[src/rtl/qsv_pkg.sv]
package qsv_pkg;

    localparam int FUNC_W    = 3;
    localparam int QB_W      = 4;
    localparam int CFG_W     = 4;
    localparam int BIDX_W    = 10;
    localparam int FRAC_IN_W = 17;
    localparam int PROB_W    = 20;
    localparam int PROB_OUT_SHIFT = 16;

    localparam logic [FUNC_W-1:0] F_RESET  = 3'd0;
    localparam logic [FUNC_W-1:0] F_X      = 3'd1;
    localparam logic [FUNC_W-1:0] F_H      = 3'd2;
    localparam logic [FUNC_W-1:0] F_Z      = 3'd3;
    localparam logic [FUNC_W-1:0] F_CNOT   = 3'd4;
    localparam logic [FUNC_W-1:0] F_QUERY  = 3'd5;
    localparam logic [FUNC_W-1:0] F_SAMPLE = 3'd6;
    localparam logic [FUNC_W-1:0] F_NOP    = 3'd7;

    localparam logic [1:0] BF_PASS = 2'd0;
    localparam logic [1:0] BF_SWAP = 2'd1;
    localparam logic [1:0] BF_HAD  = 2'd2;
    localparam logic [1:0] BF_NEGB = 2'd3;

    localparam logic [31:0] INV_SQRT2_Q32 = 32'd3037000500;

    typedef struct packed {
        logic       valid;
        logic [1:0] op;
    } bf_ctl_t;

endpackage

[src/rtl/qsv_bfly.sv]
module qsv_bfly import qsv_pkg::*; #(
    parameter int AMP_BITS = 18
) (
    input  logic                       clk,
    input  bf_ctl_t                    ctl,
    input  logic signed [AMP_BITS-1:0] a_re,
    input  logic signed [AMP_BITS-1:0] a_im,
    input  logic signed [AMP_BITS-1:0] b_re,
    input  logic signed [AMP_BITS-1:0] b_im,
    output logic signed [AMP_BITS-1:0] oa_re,
    output logic signed [AMP_BITS-1:0] oa_im,
    output logic signed [AMP_BITS-1:0] ob_re,
    output logic signed [AMP_BITS-1:0] ob_im
);

    localparam int A = AMP_BITS;
    localparam logic [A:0] HI = (A+1)'((1 << (A-1)) - 1);
    localparam logic [A:0] NEG_LIM = (A+1)'(1) << (A-1);

    function automatic logic signed [A-1:0] hmul(input logic signed [A:0] v);
        logic          neg;
        logic [A:0]    m;
        logic [A+32:0] p;
        logic [A+32:0] r;
        logic [A:0]    rs;
        neg = v[A];
        m   = neg ? (A+1)'(-v) : (A+1)'(v);
        p   = (A+33)'(m) * (A+33)'(INV_SQRT2_Q32);
        r   = (p + ((A+33)'(1) << 31)) >> 32;
        rs  = r[A:0];
        if (!neg)
        begin
            hmul = (rs > HI) ? HI[A-1:0] : rs[A-1:0];
        end
        else
        begin
            hmul = (rs > NEG_LIM) ? ~HI[A-1:0] : A'(-rs);
        end
    endfunction

    function automatic logic signed [A-1:0] negs(input logic signed [A-1:0] v);
        negs = (v == ~HI[A-1:0]) ? HI[A-1:0] : -v;
    endfunction

    logic signed [A-1:0] oa_re_reg, oa_im_reg, ob_re_reg, ob_im_reg;
    logic signed [A-1:0] oa_re_next, oa_im_next, ob_re_next, ob_im_next;

    always_comb
    begin
        oa_re_next = a_re;
        oa_im_next = a_im;
        ob_re_next = b_re;
        ob_im_next = b_im;
        unique case (ctl.op)
            BF_PASS:
            begin
            end
            BF_SWAP:
            begin
                oa_re_next = b_re;
                oa_im_next = b_im;
                ob_re_next = a_re;
                ob_im_next = a_im;
            end
            BF_HAD:
            begin
                oa_re_next = hmul((A+1)'(a_re) + (A+1)'(b_re));
                oa_im_next = hmul((A+1)'(a_im) + (A+1)'(b_im));
                ob_re_next = hmul((A+1)'(a_re) - (A+1)'(b_re));
                ob_im_next = hmul((A+1)'(a_im) - (A+1)'(b_im));
            end
            BF_NEGB:
            begin
                ob_re_next = negs(b_re);
                ob_im_next = negs(b_im);
            end
            default:
            begin
            end
        endcase
    end

    always_ff @(posedge clk)
    begin
        if (ctl.valid)
        begin
            oa_re_reg <= oa_re_next;
            oa_im_reg <= oa_im_next;
            ob_re_reg <= ob_re_next;
            ob_im_reg <= ob_im_next;
        end
    end

    assign oa_re = oa_re_reg;
    assign oa_im = oa_im_reg;
    assign ob_re = ob_re_reg;
    assign ob_im = ob_im_reg;

endmodule

[config.mk]
export PLATFORM = sky130hd
export DESIGN_NAME = qsv_bfly
export DESIGN_NICKNAME = d
export VERILOG_FILES = /design/src/rtl/qsv_pkg.sv /design/src/rtl/qsv_bfly.sv
export SDC_FILE = /design/constraint.sdc
export NUM_CORES = 2
export LEC_CHECK = 0
export BUFFER_PORTS_ARGS = -buffer_cell sky130_fd_sc_hd__buf_2
export CORE_AREA = 3 3 458 460
export CTS_CLUSTER_DIAMETER = 30
export DETAILED_ROUTE_END_ITERATION = 10
export DIE_AREA = 0 0 461 463
export PLACE_DENSITY_LB_ADDON = 0.25
export SETUP_SLACK_MARGIN = 0.3
export SYNTH_ARGS = -nofsm -noshare
export SYNTH_HDL_FRONTEND = slang
export SYNTH_SLANG_ARGS = --single-unit
[constraint.sdc]
create_clock -name clk -period 32 [get_ports clk]
set_clock_uncertainty 0.1 [all_clocks]
set_input_delay 6.4 -clock clk [delete_from_list [all_inputs] [get_ports clk]]
set_output_delay 6.4 -clock clk [all_outputs]
set_load 0.01 [all_outputs]
==> impl_metrics.yaml <==
flow_run:
  cap_viol_max_count: 0
placement:
  place_area_sq_mm: 0.05567
  hpwl_um: 166600
  numPortBuffers: 147
  gp_congestion: 0.9417
worst_setup_path:
  arrival_ns: 20.55
  cpMostUsedCell: "fa_1"
  cp.required_ns: 31.92
  endpoint_kind: "register"
  path_class: "in2reg"
  cp_max_fo: 16
  max_stage_delay_ns: 0.93
  startpoint_type: "primary input"
  cp_slowest_cell: "o21bai_1"
cts:
  cts_tree: "yes"
  clock_sinks: 72
  clk_pin_slew_ns: 0.08
  ctsResizeCount: 0
  cts_root_buffer: "clkbuf_16"
  htreeDepth: 3
  cts_hold_buffers: 0
  cts_buffer_depth: 2
  cts_setup_buffers: 0
  numCtsBuffers: 9
finish:
  finish.utilization: 0.2711
  n_fill_cell: 22440
  nets: 7858
  design_area_sq_mm: 0.05596
  layout-drive-gt1-share: 0.05936
  syn2layout_area_growth_pct: 8.729
synthesis:
  yosys-top-cells-count: "inv_1 (1301), ha_1 (980), fa_1 (692), nand2_1 (325), a21oi_1 (306)"
  synthesis.area_sq_mm: 0.05147
  synth_edf_count: 72
  yosys_warnings: 0
  synthTopCellsByArea: "fa_1 (27%), ha_1 (24%), inv_1 (9.5%), xnor2_1 (4.4%), edfxtp_1 (4.2%)"
  synth.top_cell.area_share: 0.2691
  synth_seq_cells: 72
  synth-main-ff-cell: "edfxtp_1"
  yosysUniqueCellTypes: 115
  synth.avg_cell_area_sq_um: 8.573
  syn_nets: 7752
  syn_inst: 6004
  synth-seq-area-share: 0.04201
  async_flop_share: 0
  yosys.area.top_type: "fa_1"
  yosysMostFrequentCell: "inv_1"
timing:
  min_period_over_period: 0.6447
  tns_ns: 0
  hold_slack_ns: 6.371
  fmax_ghz: 0.04847
  timing.final.hold_violations: 0
  setup-violations-final: 0
  period_needed_ns: 20.63
  rsz0062_at_grt: "no"
  worstMarginPinSlew_ns: 1.391
  slew_headroom: 0.06598
  drv_slew: 0
detailed_routing:
  wl_per_cell_um: 21.30
  via_per_inst: 4.867
  via_count: 42970
  drt-initial-drc-count: 2388
  ant_nets: 0
  firstDrtPassIters: 7
  drcViolationCount: 0
  wl_um: 188100
die:
  fp.dieArea_sq_mm: 0.2134
  rows: 167
  die_w_um: 461
  die_y_um: 463
  core_area_sq_mm: 0.2064
  io_pins: 148
  start_util: 0.2493
min_path:
  min_to: "oa_re[3]"
  hold_class: "in2reg"
  hold_depth: 3
  min_from: "b_re[3]"
global_route:
  grt_pass1_wl_um: 283900
  grt_usage: 0.1745
  grt-ovfl-total: 0
  grt_max_degree: 68
  grt_pass1_vias: 44460
  antenna_found_initial: 16
status:
  status: "finished clean"
routing by layer:
| metal | part of all wire | track usage | up-vias |
|---|---|---|---|
| li1 | - | - | 20460 |
| met1 | 0.41 | 0.2133 | 21290 |
| met2 | 0.50 | 0.3100 | 953 |
| met3 | 0.027 | 0.007773 | 262 |
| met4 | 0.062 | 0.08912 | 0 |
| met5 | 0 | 0 | - |
final cells by class:
class / instances / area, sq um / share of cell area
antenna: 9 / 22.52 / 0.0004024
inverter: 1302 / 4887 / 0.08733
clock inverter: 6 / 43.79 / 0.0007825
tap: 2704 / 3383 / 0.06045
sequential: 72 / 2162 / 0.03863
multi-input combinational: 4509 / 43980 / 0.7859
timing repair buffer: 216 / 1256 / 0.02245
clock buffer: 10 / 229.0 / 0.004091
worst max-delay path by stage:
stage	start	to	slack (ns)	cells past startpoint
after floorplan	a_im[0]	ob_im[14]	14.31	48
after global placement	b_im[0]	oa_im[0]	11.02	45
after detailed placement	b_im[0]	oa_im[0]	10.97	45
after CTS	b_im[0]	oa_im[15]	11.28	45
after global routing	b_im[0]	oa_im[15]	10.36	45
final	b_im[0]	oa_im[15]	11.37	45
cells by family (layout without fill, tap and decap cells):
| group | after synthesis | in the layout | synth area share |
|---|---|---|---|
| other | 0 | 9 | 0 |
| flip-flops | 72 | 72 | 0.04201 |
| multiplexers | 27 | 27 | 0.005494 |
| buffers and inverters | 1423 | 1534 | 0.1048 |
| AND/OR/NAND/NOR | 1322 | 1322 | 0.1316 |
| adder cells (fa/ha/maj) | 1672 | 1672 | 0.5074 |
| XOR/XNOR | 353 | 353 | 0.06077 |
| AO/OA/AOI/OAI | 1135 | 1135 | 0.1480 |
cells in the final DEF, fill, tap and decap left out, types with 17 or more instances in the layout:
master     synthesis  final
a21o_1            75     75
edfxtp_1          72     72
nor3_1           138    138
a31oi_1           39     37
o21a_1            38     38
and2_1            42     42
mux2i_1           17     17
nand3_1          143    143
nor4_1            38     38
or2_2             37     37
xor2_1            93     93
or3_1             48     48
o21bai_1          28     28
o22ai_1           30     30
xnor2_1          256    251
o21ai_1           43     43
nand2_1          325    325
fa_1             692    692
a211o_1           20     20
nand4_1           61     61
o21ai_0          195    195
buf_2             14    146
buf_4              5     70
and3_1            58     58
ha_1             980    978
nor2_1           270    270
a211oi_1          40     40
o2111ai_1         20     20
o31ai_1           26     26
o211ai_1          47     47
a21oi_1          306    306
inv_1           1301   1301
nor2b_1           24     24
nand2b_1          30     30
o221ai_1          22     22
critical path, delay by kind of cell:
family	cells	cell delay, ns
xor gates and xnor gates	3	1.59
adders and majority gates	10	4.43
and+or+nand+nor	10	2.55
muxes	1	0.38
buffers and inverters	7	0.82
AOI/OAI and AO/OA	14	4.32
per-stage QoR:
step                setup WS, ns  cells
floorplan                  14.31   6004
global placement           11.02   8803
detailed placement         10.97   8803
CTS                        11.28   8819
global route               10.36   8826
finish                     11.37   8828
Power is left out: the tool's default activity adds up to more than one toggle a clock period on the data nets, which glitch-free logic cannot reach.
