$ cat src/rtl/qsv_pkg.sv
package qsv_pkg;

    localparam int FUNC_W    = 3;
    localparam int QB_W      = 4;
    localparam int CFG_W     = 4;
    localparam int BIDX_W    = 10;
    localparam int FRAC_IN_W = 17;
    localparam int PROB_W    = 20;
    localparam int PROB_OUT_SHIFT = 16;

    localparam logic [FUNC_W-1:0] F_RESET  = 3'd0;
    localparam logic [FUNC_W-1:0] F_X      = 3'd1;
    localparam logic [FUNC_W-1:0] F_H      = 3'd2;
    localparam logic [FUNC_W-1:0] F_Z      = 3'd3;
    localparam logic [FUNC_W-1:0] F_CNOT   = 3'd4;
    localparam logic [FUNC_W-1:0] F_QUERY  = 3'd5;
    localparam logic [FUNC_W-1:0] F_SAMPLE = 3'd6;
    localparam logic [FUNC_W-1:0] F_NOP    = 3'd7;

    localparam logic [1:0] BF_PASS = 2'd0;
    localparam logic [1:0] BF_SWAP = 2'd1;
    localparam logic [1:0] BF_HAD  = 2'd2;
    localparam logic [1:0] BF_NEGB = 2'd3;

    localparam logic [31:0] INV_SQRT2_Q32 = 32'd3037000500;

    typedef struct packed {
        logic       valid;
        logic [1:0] op;
    } bf_ctl_t;

endpackage

$ cat src/rtl/qsv_prob.sv
module qsv_prob import qsv_pkg::*; #(
    parameter int AMP_BITS = 18,
    parameter int IDX_W    = 10
) (
    input  logic                       clk,
    input  logic                       rst_n,
    input  logic                       flush,
    input  logic                       in_valid,
    input  logic [IDX_W-1:0]           in_idx,
    input  logic signed [AMP_BITS-1:0] in_re,
    input  logic signed [AMP_BITS-1:0] in_im,
    output logic                       out_valid,
    output logic [IDX_W-1:0]           out_idx,
    output logic [PROB_W-1:0]          out_prob,
    output logic signed [AMP_BITS-1:0] out_re,
    output logic signed [AMP_BITS-1:0] out_im
);

    localparam int A  = AMP_BITS;
    localparam int PS = 2 * (A - 2) - PROB_OUT_SHIFT;

    logic                v1_reg, v2_reg;
    logic [IDX_W-1:0]    idx1_reg, idx2_reg;
    logic signed [A-1:0] re1_reg, im1_reg, re2_reg, im2_reg;
    logic [2*A-1:0]      sqr_reg, sqi_reg;
    logic [PROB_W-1:0]   prob_reg;
    logic [A-1:0]        mag_re, mag_im;
    logic [2*A:0]        sum, rnd;

    always_comb
    begin
        mag_re = in_re[A-1] ? A'(-in_re) : A'(in_re);
        mag_im = in_im[A-1] ? A'(-in_im) : A'(in_im);
        sum    = (2*A+1)'(sqr_reg) + (2*A+1)'(sqi_reg);
        rnd    = (sum + ((2*A+1)'(1) << (PS - 1))) >> PS;
    end

    always_ff @(posedge clk or negedge rst_n)
    begin
        if (!rst_n)
        begin
            v1_reg <= 1'b0;
            v2_reg <= 1'b0;
        end
        else
        begin
            v1_reg <= in_valid && !flush;
            v2_reg <= v1_reg && !flush;
        end
    end

    always_ff @(posedge clk)
    begin
        sqr_reg  <= (2*A)'(mag_re) * (2*A)'(mag_re);
        sqi_reg  <= (2*A)'(mag_im) * (2*A)'(mag_im);
        idx1_reg <= in_idx;
        re1_reg  <= in_re;
        im1_reg  <= in_im;
        prob_reg <= PROB_W'(rnd);
        idx2_reg <= idx1_reg;
        re2_reg  <= re1_reg;
        im2_reg  <= im1_reg;
    end

    assign out_valid = v2_reg;
    assign out_idx   = idx2_reg;
    assign out_prob  = prob_reg;
    assign out_re    = re2_reg;
    assign out_im    = im2_reg;

endmodule

$ cat config.mk
export PLATFORM = sky130hd
export DESIGN_NAME = qsv_prob
export DESIGN_NICKNAME = d
export VERILOG_FILES = /design/src/rtl/qsv_pkg.sv /design/src/rtl/qsv_prob.sv
export SDC_FILE = /design/constraint.sdc
export NUM_CORES = 1
export LEC_CHECK = 0
export ABC_AREA = 1
export BUFFER_PORTS_ARGS = -buffer_cell sky130_fd_sc_hd__buf_2
export CORE_UTILIZATION = 45
export CTS_CLUSTER_SIZE = 12
export DETAILED_ROUTE_END_ITERATION = 6
export PLACE_DENSITY_LB_ADDON = 0.2
export RECOVER_POWER = 50
export REMOVE_ABC_BUFFERS = 1
export SYNTH_ARGS = -nofsm -noshare
export SYNTH_HDL_FRONTEND = slang
export SYNTH_SLANG_ARGS = --single-unit
$ cat constraint.sdc
create_clock -name clk -period 3.8 [get_ports clk]
set_input_delay 0.19 -clock clk [delete_from_list [all_inputs] [get_ports clk]]
set_output_delay 0.19 -clock clk [all_outputs]
set_load 0.005 [all_outputs]
==> parameters.txt, run 1 <==
Parameter                              Value

Clocking
  Clock root cell    clkbuf_16
  Sinks on the clock net    182
  Max clock buf depth    2
  Deepest level of the CTS H-tree    4
  Clock insertion delay at the later pin of the skew report    roughly 0.5 ns
  Total clock buffers created by CTS    17
  Clock tree from TritonCTS    yes
  CTS clock-pin slew for the worst setup and hold paths    0.08 ns

Global route
  Vias in the first global route    approximately 23000
  Overall routing resource usage    0.2451
  Largest net degree at the start of global routing    20
  Total congestion overflow    0
  Wire length of the first global-routing pass    116.6 mm
  Antenna violations before repair    1

Cells and area
  Layout cell share with drive strength beyond 1    0.3067
  Final Core Density    0.6196
  Synthesis-to-finish area growth    34.90%
  Number of nets in the finished design    4937

Worst setup path
  Setup crit start kind    primary input
  Delay of the slowest critical-path stage    0.62 ns
  Kind of capture point of the worst setup path    flop
  Arrival time at the worst endpoint    5.75 ns
  Cell type with the highest occurrence count on the critical path    fa_1
  Peak fanout along the critical path    8
  Critical-path cell with the highest stage delay    fa_1
  Crit path kind    primary input to flop
  Worst EP required    4.18 ns

Yosys
  Simple-gate share of the synthesized area    0.2131
  Synth cell types    43
  FF+latch count, synth    approximately 180
  Post-synthesis cell count    about 3500
  Xor/xnor share of the synthesized area    0.01668
  Total standard cell area after synthesis    ~27000 µm²
  Post-synthesis mux area share    0
  Proportion of synthesized chip area in sequential cells    0.1368
  Post-synthesis adder-cell area fraction    0.4580
  Post-synthesis area per instance    7.702 µm²
  Compound-gate portion of the synthesized area    0.02605
  Largest family of logic cells by synthesized area    adder cells
  Ys Warns    0

Timing
  Layout Skew    roughly 0.025 ns
  Max Clock Freq    186.4 MHz
  Final worst setup slack    -1.565 ns
  Max Slew Vio Count    0
  Final cycle utilization of the critical path    1.412
  Final count of hold timing violations    0
  Setup violation total in the final timing report    60
  RSZ-0062 raised after global routing    yes
  Final critical-path required period    around 5.4 ns

Floorplan
  Die Width    245.6 µm
  Ports    117
  Effective utilization at floorplan    0.4593
  Standard cell core area    58140 µm²
  Die Y    approximately 250 µm
  Row Count    88
  Full die area    60320 µm²

Status
  Result of the run    finished, violations left
  Failing checks    setup timing

Placement
  Quantity of I/O buffers inserted on ports    116
  Final weighted congestion in routability-driven placement    0.9018
  DP HPWL    58.34 mm

Route
  Via count normalized by instance count    4.669
  DRC violations left    0
  1st-pass router iterations    5
  Vias    23110
  Avg WL per Cell    14.39 µm
  Detailed-route wire length    around 70 mm
  Iteration-0 DRC Markers    1368
  Final ANT Viol Nets    0

Worst hold path
  Hold Path Class    primary input to flop

Flow run
  Max-cap violations    0
==> stage by stage <==
stage	setup slack, ns	setup TNS, ns	instance area, µm²	cells	hold WS, ns
after floorplan	-2.276	-102.55	26510	3450	-0.1056
after global placement	-2.410	-123.13	31540	4782	-0.02365
after detailed placement	-2.489	-126.43	31540	4782	-0.02187
after CTS	-1.446	-69.71	34990	4919	0.02893
after global routing	-1.756	-87.42	36020	4948	0.07806
final	-1.565	-75.53	36020	4949	0.07845
==> cell type report <==
cell class,count,area [µm²]
clock buffer,18,429.2
tap,765,957.2
antenna,1,2.502
timing repair buffer,699,5474
sequential,182,3654
clock inverter,14,135.1
multi-input combinational,2284,21590
fill,5058,22110
inverter,986,3781
==> cell usage in the layout, fill, tap and decap left out, drive strengths merged, types with 8 or more instances in the layout <==
cell	netlist	routed
a21oi	68	68
buf	35	623
clkbuf	4	46
conb	2	24
dfxtp	180	180
dlygate4sd3	0	48
fa	434	434
ha	283	283
inv	986	993
nand2	918	920
nand3	115	115
nand4	20	20
nor2	285	285
nor3	16	16
o21a	8	8
o21ai	23	23
o21bai	11	11
xor2	44	44
==> final timing paths <==
path / start / to / slack [ns] / depth (start not counted)
setup / recovery: in_im[0] / sqi_reg[22]$_DFF_P_ / -1.57 / 29
hold / removal: in_re[17] / re1_reg[17]$_DFF_P_ / 0.08 / 2
setup reg to reg: sqr_reg[21]$_DFF_P_ / out_prob[6]$_DFF_P_ / 1.52 / 9
hold reg to reg: im1_reg[9]$_DFF_P_ / out_im[9]$_DFF_P_ / 0.32 / 0
max in group asynchronous: rst_n / v1_reg$_DFF_PN0_ / 3.14 / 3
min in group asynchronous: rst_n / out_valid$_DFF_PN0_ / 0.55 / 3
==> cells by family (layout without fill, tap and decap cells) <==
family / Yosys count / count (layout)
flip-flops: 182 / 182
adder cells (fa/ha/maj): 717 / 717
AO/OA/AOI/OAI: 120 / 120
AND/OR/NAND/NOR: 1371 / 1373
XOR/XNOR: 50 / 50
buffers and inverters: 1025 / 1717
other: 2 / 25
==> Yosys cell counts, drive strengths merged <==
| cell | instances | area share |
|---|---|---|
| a21o | 7 | 0.0020 |
| a21oi | 68 | 0.013 |
| and2 | 3 | 0.00070 |
| and3 | 2 | 0.00047 |
| buf | 35 | 0.0096 |
| clkbuf | 4 | 0.00056 |
| conb | 2 | 0.00028 |
| dfrtp | 2 | 0.0019 |
| dfxtp | 180 | 0.13 |
| fa | 434 | 0.33 |
| ha | 283 | 0.13 |
| inv | 986 | 0.14 |
| nand2 | 918 | 0.13 |
| nand3 | 115 | 0.024 |
| nand3b | 3 | 0.00084 |
| nand4 | 20 | 0.0047 |
| nor2 | 285 | 0.045 |
| nor3 | 16 | 0.0030 |
| nor4 | 3 | 0.00070 |
| o211ai | 3 | 0.00084 |
| o21a | 8 | 0.0022 |
| o21ai | 23 | 0.0052 |
| o21bai | 11 | 0.0031 |
| or2 | 4 | 0.00094 |
| or3 | 2 | 0.00047 |
| xnor2 | 6 | 0.0020 |
| xor2 | 44 | 0.015 |
==> timing repair <==
item                                    4_1_cts  5_1_grt
endpoints found under the setup margin       60       60
pin swaps                                   213      188
setup buffers                                59       35
cloned                                        1        1
hold buffers                                 48        0
endpoints found under the hold margin        49        0
gates resized for setup                     514      268
==> critical path, delay by kind of cell <==
kind / cells / cell delay, ns
adders and majority gates: 8 / 3.44
and+or+nand+nor: 12 / 1.25
xor gates and xnor gates: 1 / 0.16
buffers and inverters: 8 / 0.67
==> routing by layer <==
layer  GRT usage  wire length (µm)  up-vias
met5           0                 0        -
met4     0.05846              1090        0
met3     0.03034              3623       55
met2      0.3860             32600      466
met1      0.3567             33890    11120
li1            -                 -    11470
Power of run 1 is left out: the tool's default activity adds up to more than one toggle a clock period on the data nets, which glitch-free logic cannot reach.
==> inputs of run 2 (changes only) <==
--- a/config.mk
+++ b/config.mk
@@ -10,6 +10,7 @@
 export CORE_UTILIZATION = 45
 export CTS_CLUSTER_SIZE = 12
 export DETAILED_ROUTE_END_ITERATION = 6
+export GPL_TIMING_DRIVEN = 0
 export PLACE_DENSITY_LB_ADDON = 0.2
 export RECOVER_POWER = 50
 export REMOVE_ABC_BUFFERS = 1
==> run 2 against run 1 <==
The flow still finishes with violations (setup timing); first-iteration DRC count decreased by 0.22%; count of clock-buffer cells in the layout decreased by 1; setup slack got worse by 0.14 ns; critical path type unchanged.
==> parameters.txt, run 2 (synthesis results as in run 1) <==
Parameter                              Value

Route
  Detailed-route wire length    between 70 and 80 mm
  DRC violations left    0
  Final ANT Viol Nets    0
  Iteration-0 DRC Markers    approximately 1400
  Vias    22630
  Via count normalized by instance count    4.811
  1st-pass router iterations    5
  Avg WL per Cell    15.48 µm

Global route
  Overall routing resource usage    0.2400
  Antenna violations before repair    1
  Vias in the first global route    approximately 23000
  Wire length of the first global-routing pass    113.0 mm
  Total congestion overflow    0
  Largest net degree at the start of global routing    25

Floorplan
  Die Width    245.6 µm
  Die Y    between 200 and 250 µm
  Ports    117
  Full die area    just over 60000 µm²
  Row Count    88
  Effective utilization at floorplan    0.4593
  Standard cell core area    58140 µm²

Worst setup path
  Setup crit start kind    primary input
  Peak fanout along the critical path    4
  End of the worst register-to-register path    out_prob[6]$_DFF_P_
  Launch point of the worst path    in_im[1]
  Cell type with the highest occurrence count on the critical path    fa_1
  Worst reg-to-reg path cell count    9
  Critical-path cell with the highest stage delay    fa_1
  Crit path kind    primary input to flop
  Arrival time at the worst endpoint    5.92 ns
  Worst EP required    4.22 ns
  R2r startpoint    sqi_reg[20]$_DFF_P_
  Reg-to-reg setup timing slack    1.45 ns
  Kind of capture point of the worst setup path    flop
  Delay of the slowest critical-path stage    0.61 ns

Timing
  Final critical-path required period    approximately 5.5 ns
  Final worst setup slack    -1.702 ns
  Max Clock Freq    181.8 MHz
  Max Slew Vio Count    0
  Setup violation total in the final timing report    60
  RSZ-0062 raised after global routing    yes
  Final count of hold timing violations    0
  Final cycle utilization of the critical path    1.448
  Layout Skew    0.01173 ns

Cells and area
  Final std cells w/o fill    4704
  Most common cell after layout, fill and taps aside    inv_1
  Synthesis-to-finish area growth    33.48%
  Highest-count cells in the layout ignoring fill and taps    inv_1, nand2_1, fa_1, ha_1, buf_4
  Antenna fix cells    0
  Number of nets in the finished design    4693
  Filler cells    4784
  Layout cell share with drive strength beyond 1    0.3191

Placement
  DP HPWL    between 50 and 60 mm
  Pre-CTS setup slack    -3.639 ns
  Final weighted congestion in routability-driven placement    0.8963
  Number of placed instances with taps included    4332
  Quantity of I/O buffers inserted on ports    about 120

Clocking
  CTS clock-pin slew for the worst setup and hold paths    0.08 ns
  Clock tree from TritonCTS    yes
  Clock insertion delay at the later pin of the skew report    0.50 ns
  Max clock buf depth    2
  Deepest level of the CTS H-tree    4
  Sinks on the clock net    182
  Total clock buffers created by CTS    17
  Clock root cell    clkbuf_16

Flow run
  Max-cap violations    0

Status
  Failing checks    setup timing
  Result of the run    finished, violations left

Worst hold path
  Hold Path Class    primary input to flop
  Startpoint of the lowest-slack hold path    in_im[0]
  Endpoint with the worst hold slack    sqi_reg[2]$_DFF_P_
  Hold path cells    4
==> run 2: cell types whose count changed in the layout (fill, tap and decap cells not counted), sizes merged <==
cell,previous run,this run
buf,623,405
nand2,920,919
clkbuf,46,17
clkinvlp,1,14
inv,993,976
diode,1,0
clkinv,6,11
and2,3,4
dlygate4sd3,48,50
==> run 2: per-layer routing <==
layer / share of wire / wire [µm] / GRT usage
met4: 0.016 / 1187 / 0.04585
met3: 0.059 / 4278 / 0.04769
met1: 0.45 / 32780 / 0.3383
met2: 0.47 / 34550 / 0.3825
met5: 0 / 0 / 0
==> run 2: worst max-delay path by stage <==
stage,endpoint,slack [ns],cells past startpoint
6_report,sqi_reg[22]$_DFF_P_,-1.70,27
5_1_grt,sqi_reg[33]$_DFF_P_,-1.89,29
4_1_cts,sqr_reg[33]$_DFF_P_,-1.55,31
3_5_place_dp,sqr_reg[35]$_DFF_P_,-3.64,30
3_3_place_gp,sqr_reg[35]$_DFF_P_,-4.07,27
2_1_floorplan,sqr_reg[33]$_DFF_P_,-2.28,30
==> run 2: critical path: cells and delay by family <==
family	cells	cell delay (ns)
fa+ha+maj	8	3.51
xor+xnor	2	0.39
compound gates	1	0.24
buf+inv	9	0.84
simple gates	7	0.73
==> run 2: timing repair <==
action,CTS,global route
hold buffers,50,0
resized for setup,668,490
setup buffers,193,106
pin swaps,295,370
cloned,2,0
endpoints found under the setup margin,63,60
hold endpoints to repair,50,0
==> run 2: final cells by class <==
cell class	count	area [µm²]	area share
multi-input cells	2284	22590	0.6337
repair buffers	455	3955	0.1110
inverters	986	3889	0.1091
flip-flops and latches	182	3654	0.1025
well taps	765	957.2	0.02685
clock buffers	17	425.4	0.01193
clock inverters	15	176.4	0.004949
==> run 2: through the flow <==
stage / area, µm² / hold slack, ns / utilization / setup TNS [ns]
floorplan: 26510 / -0.1056 / - / -102.55
global placement: 28050 / -0.02418 / 0.4825 / -191.33
detailed placement: 28060 / -0.02297 / 0.4827 / -179.25
CTS: 33190 / 0.2533 / 0.5709 / -69.84
global route: 35640 / 0.3094 / 0.6131 / -87.90
finish: 35640 / 0.2973 / 0.6131 / -78.31
Power of run 2 is left out for the same reason.
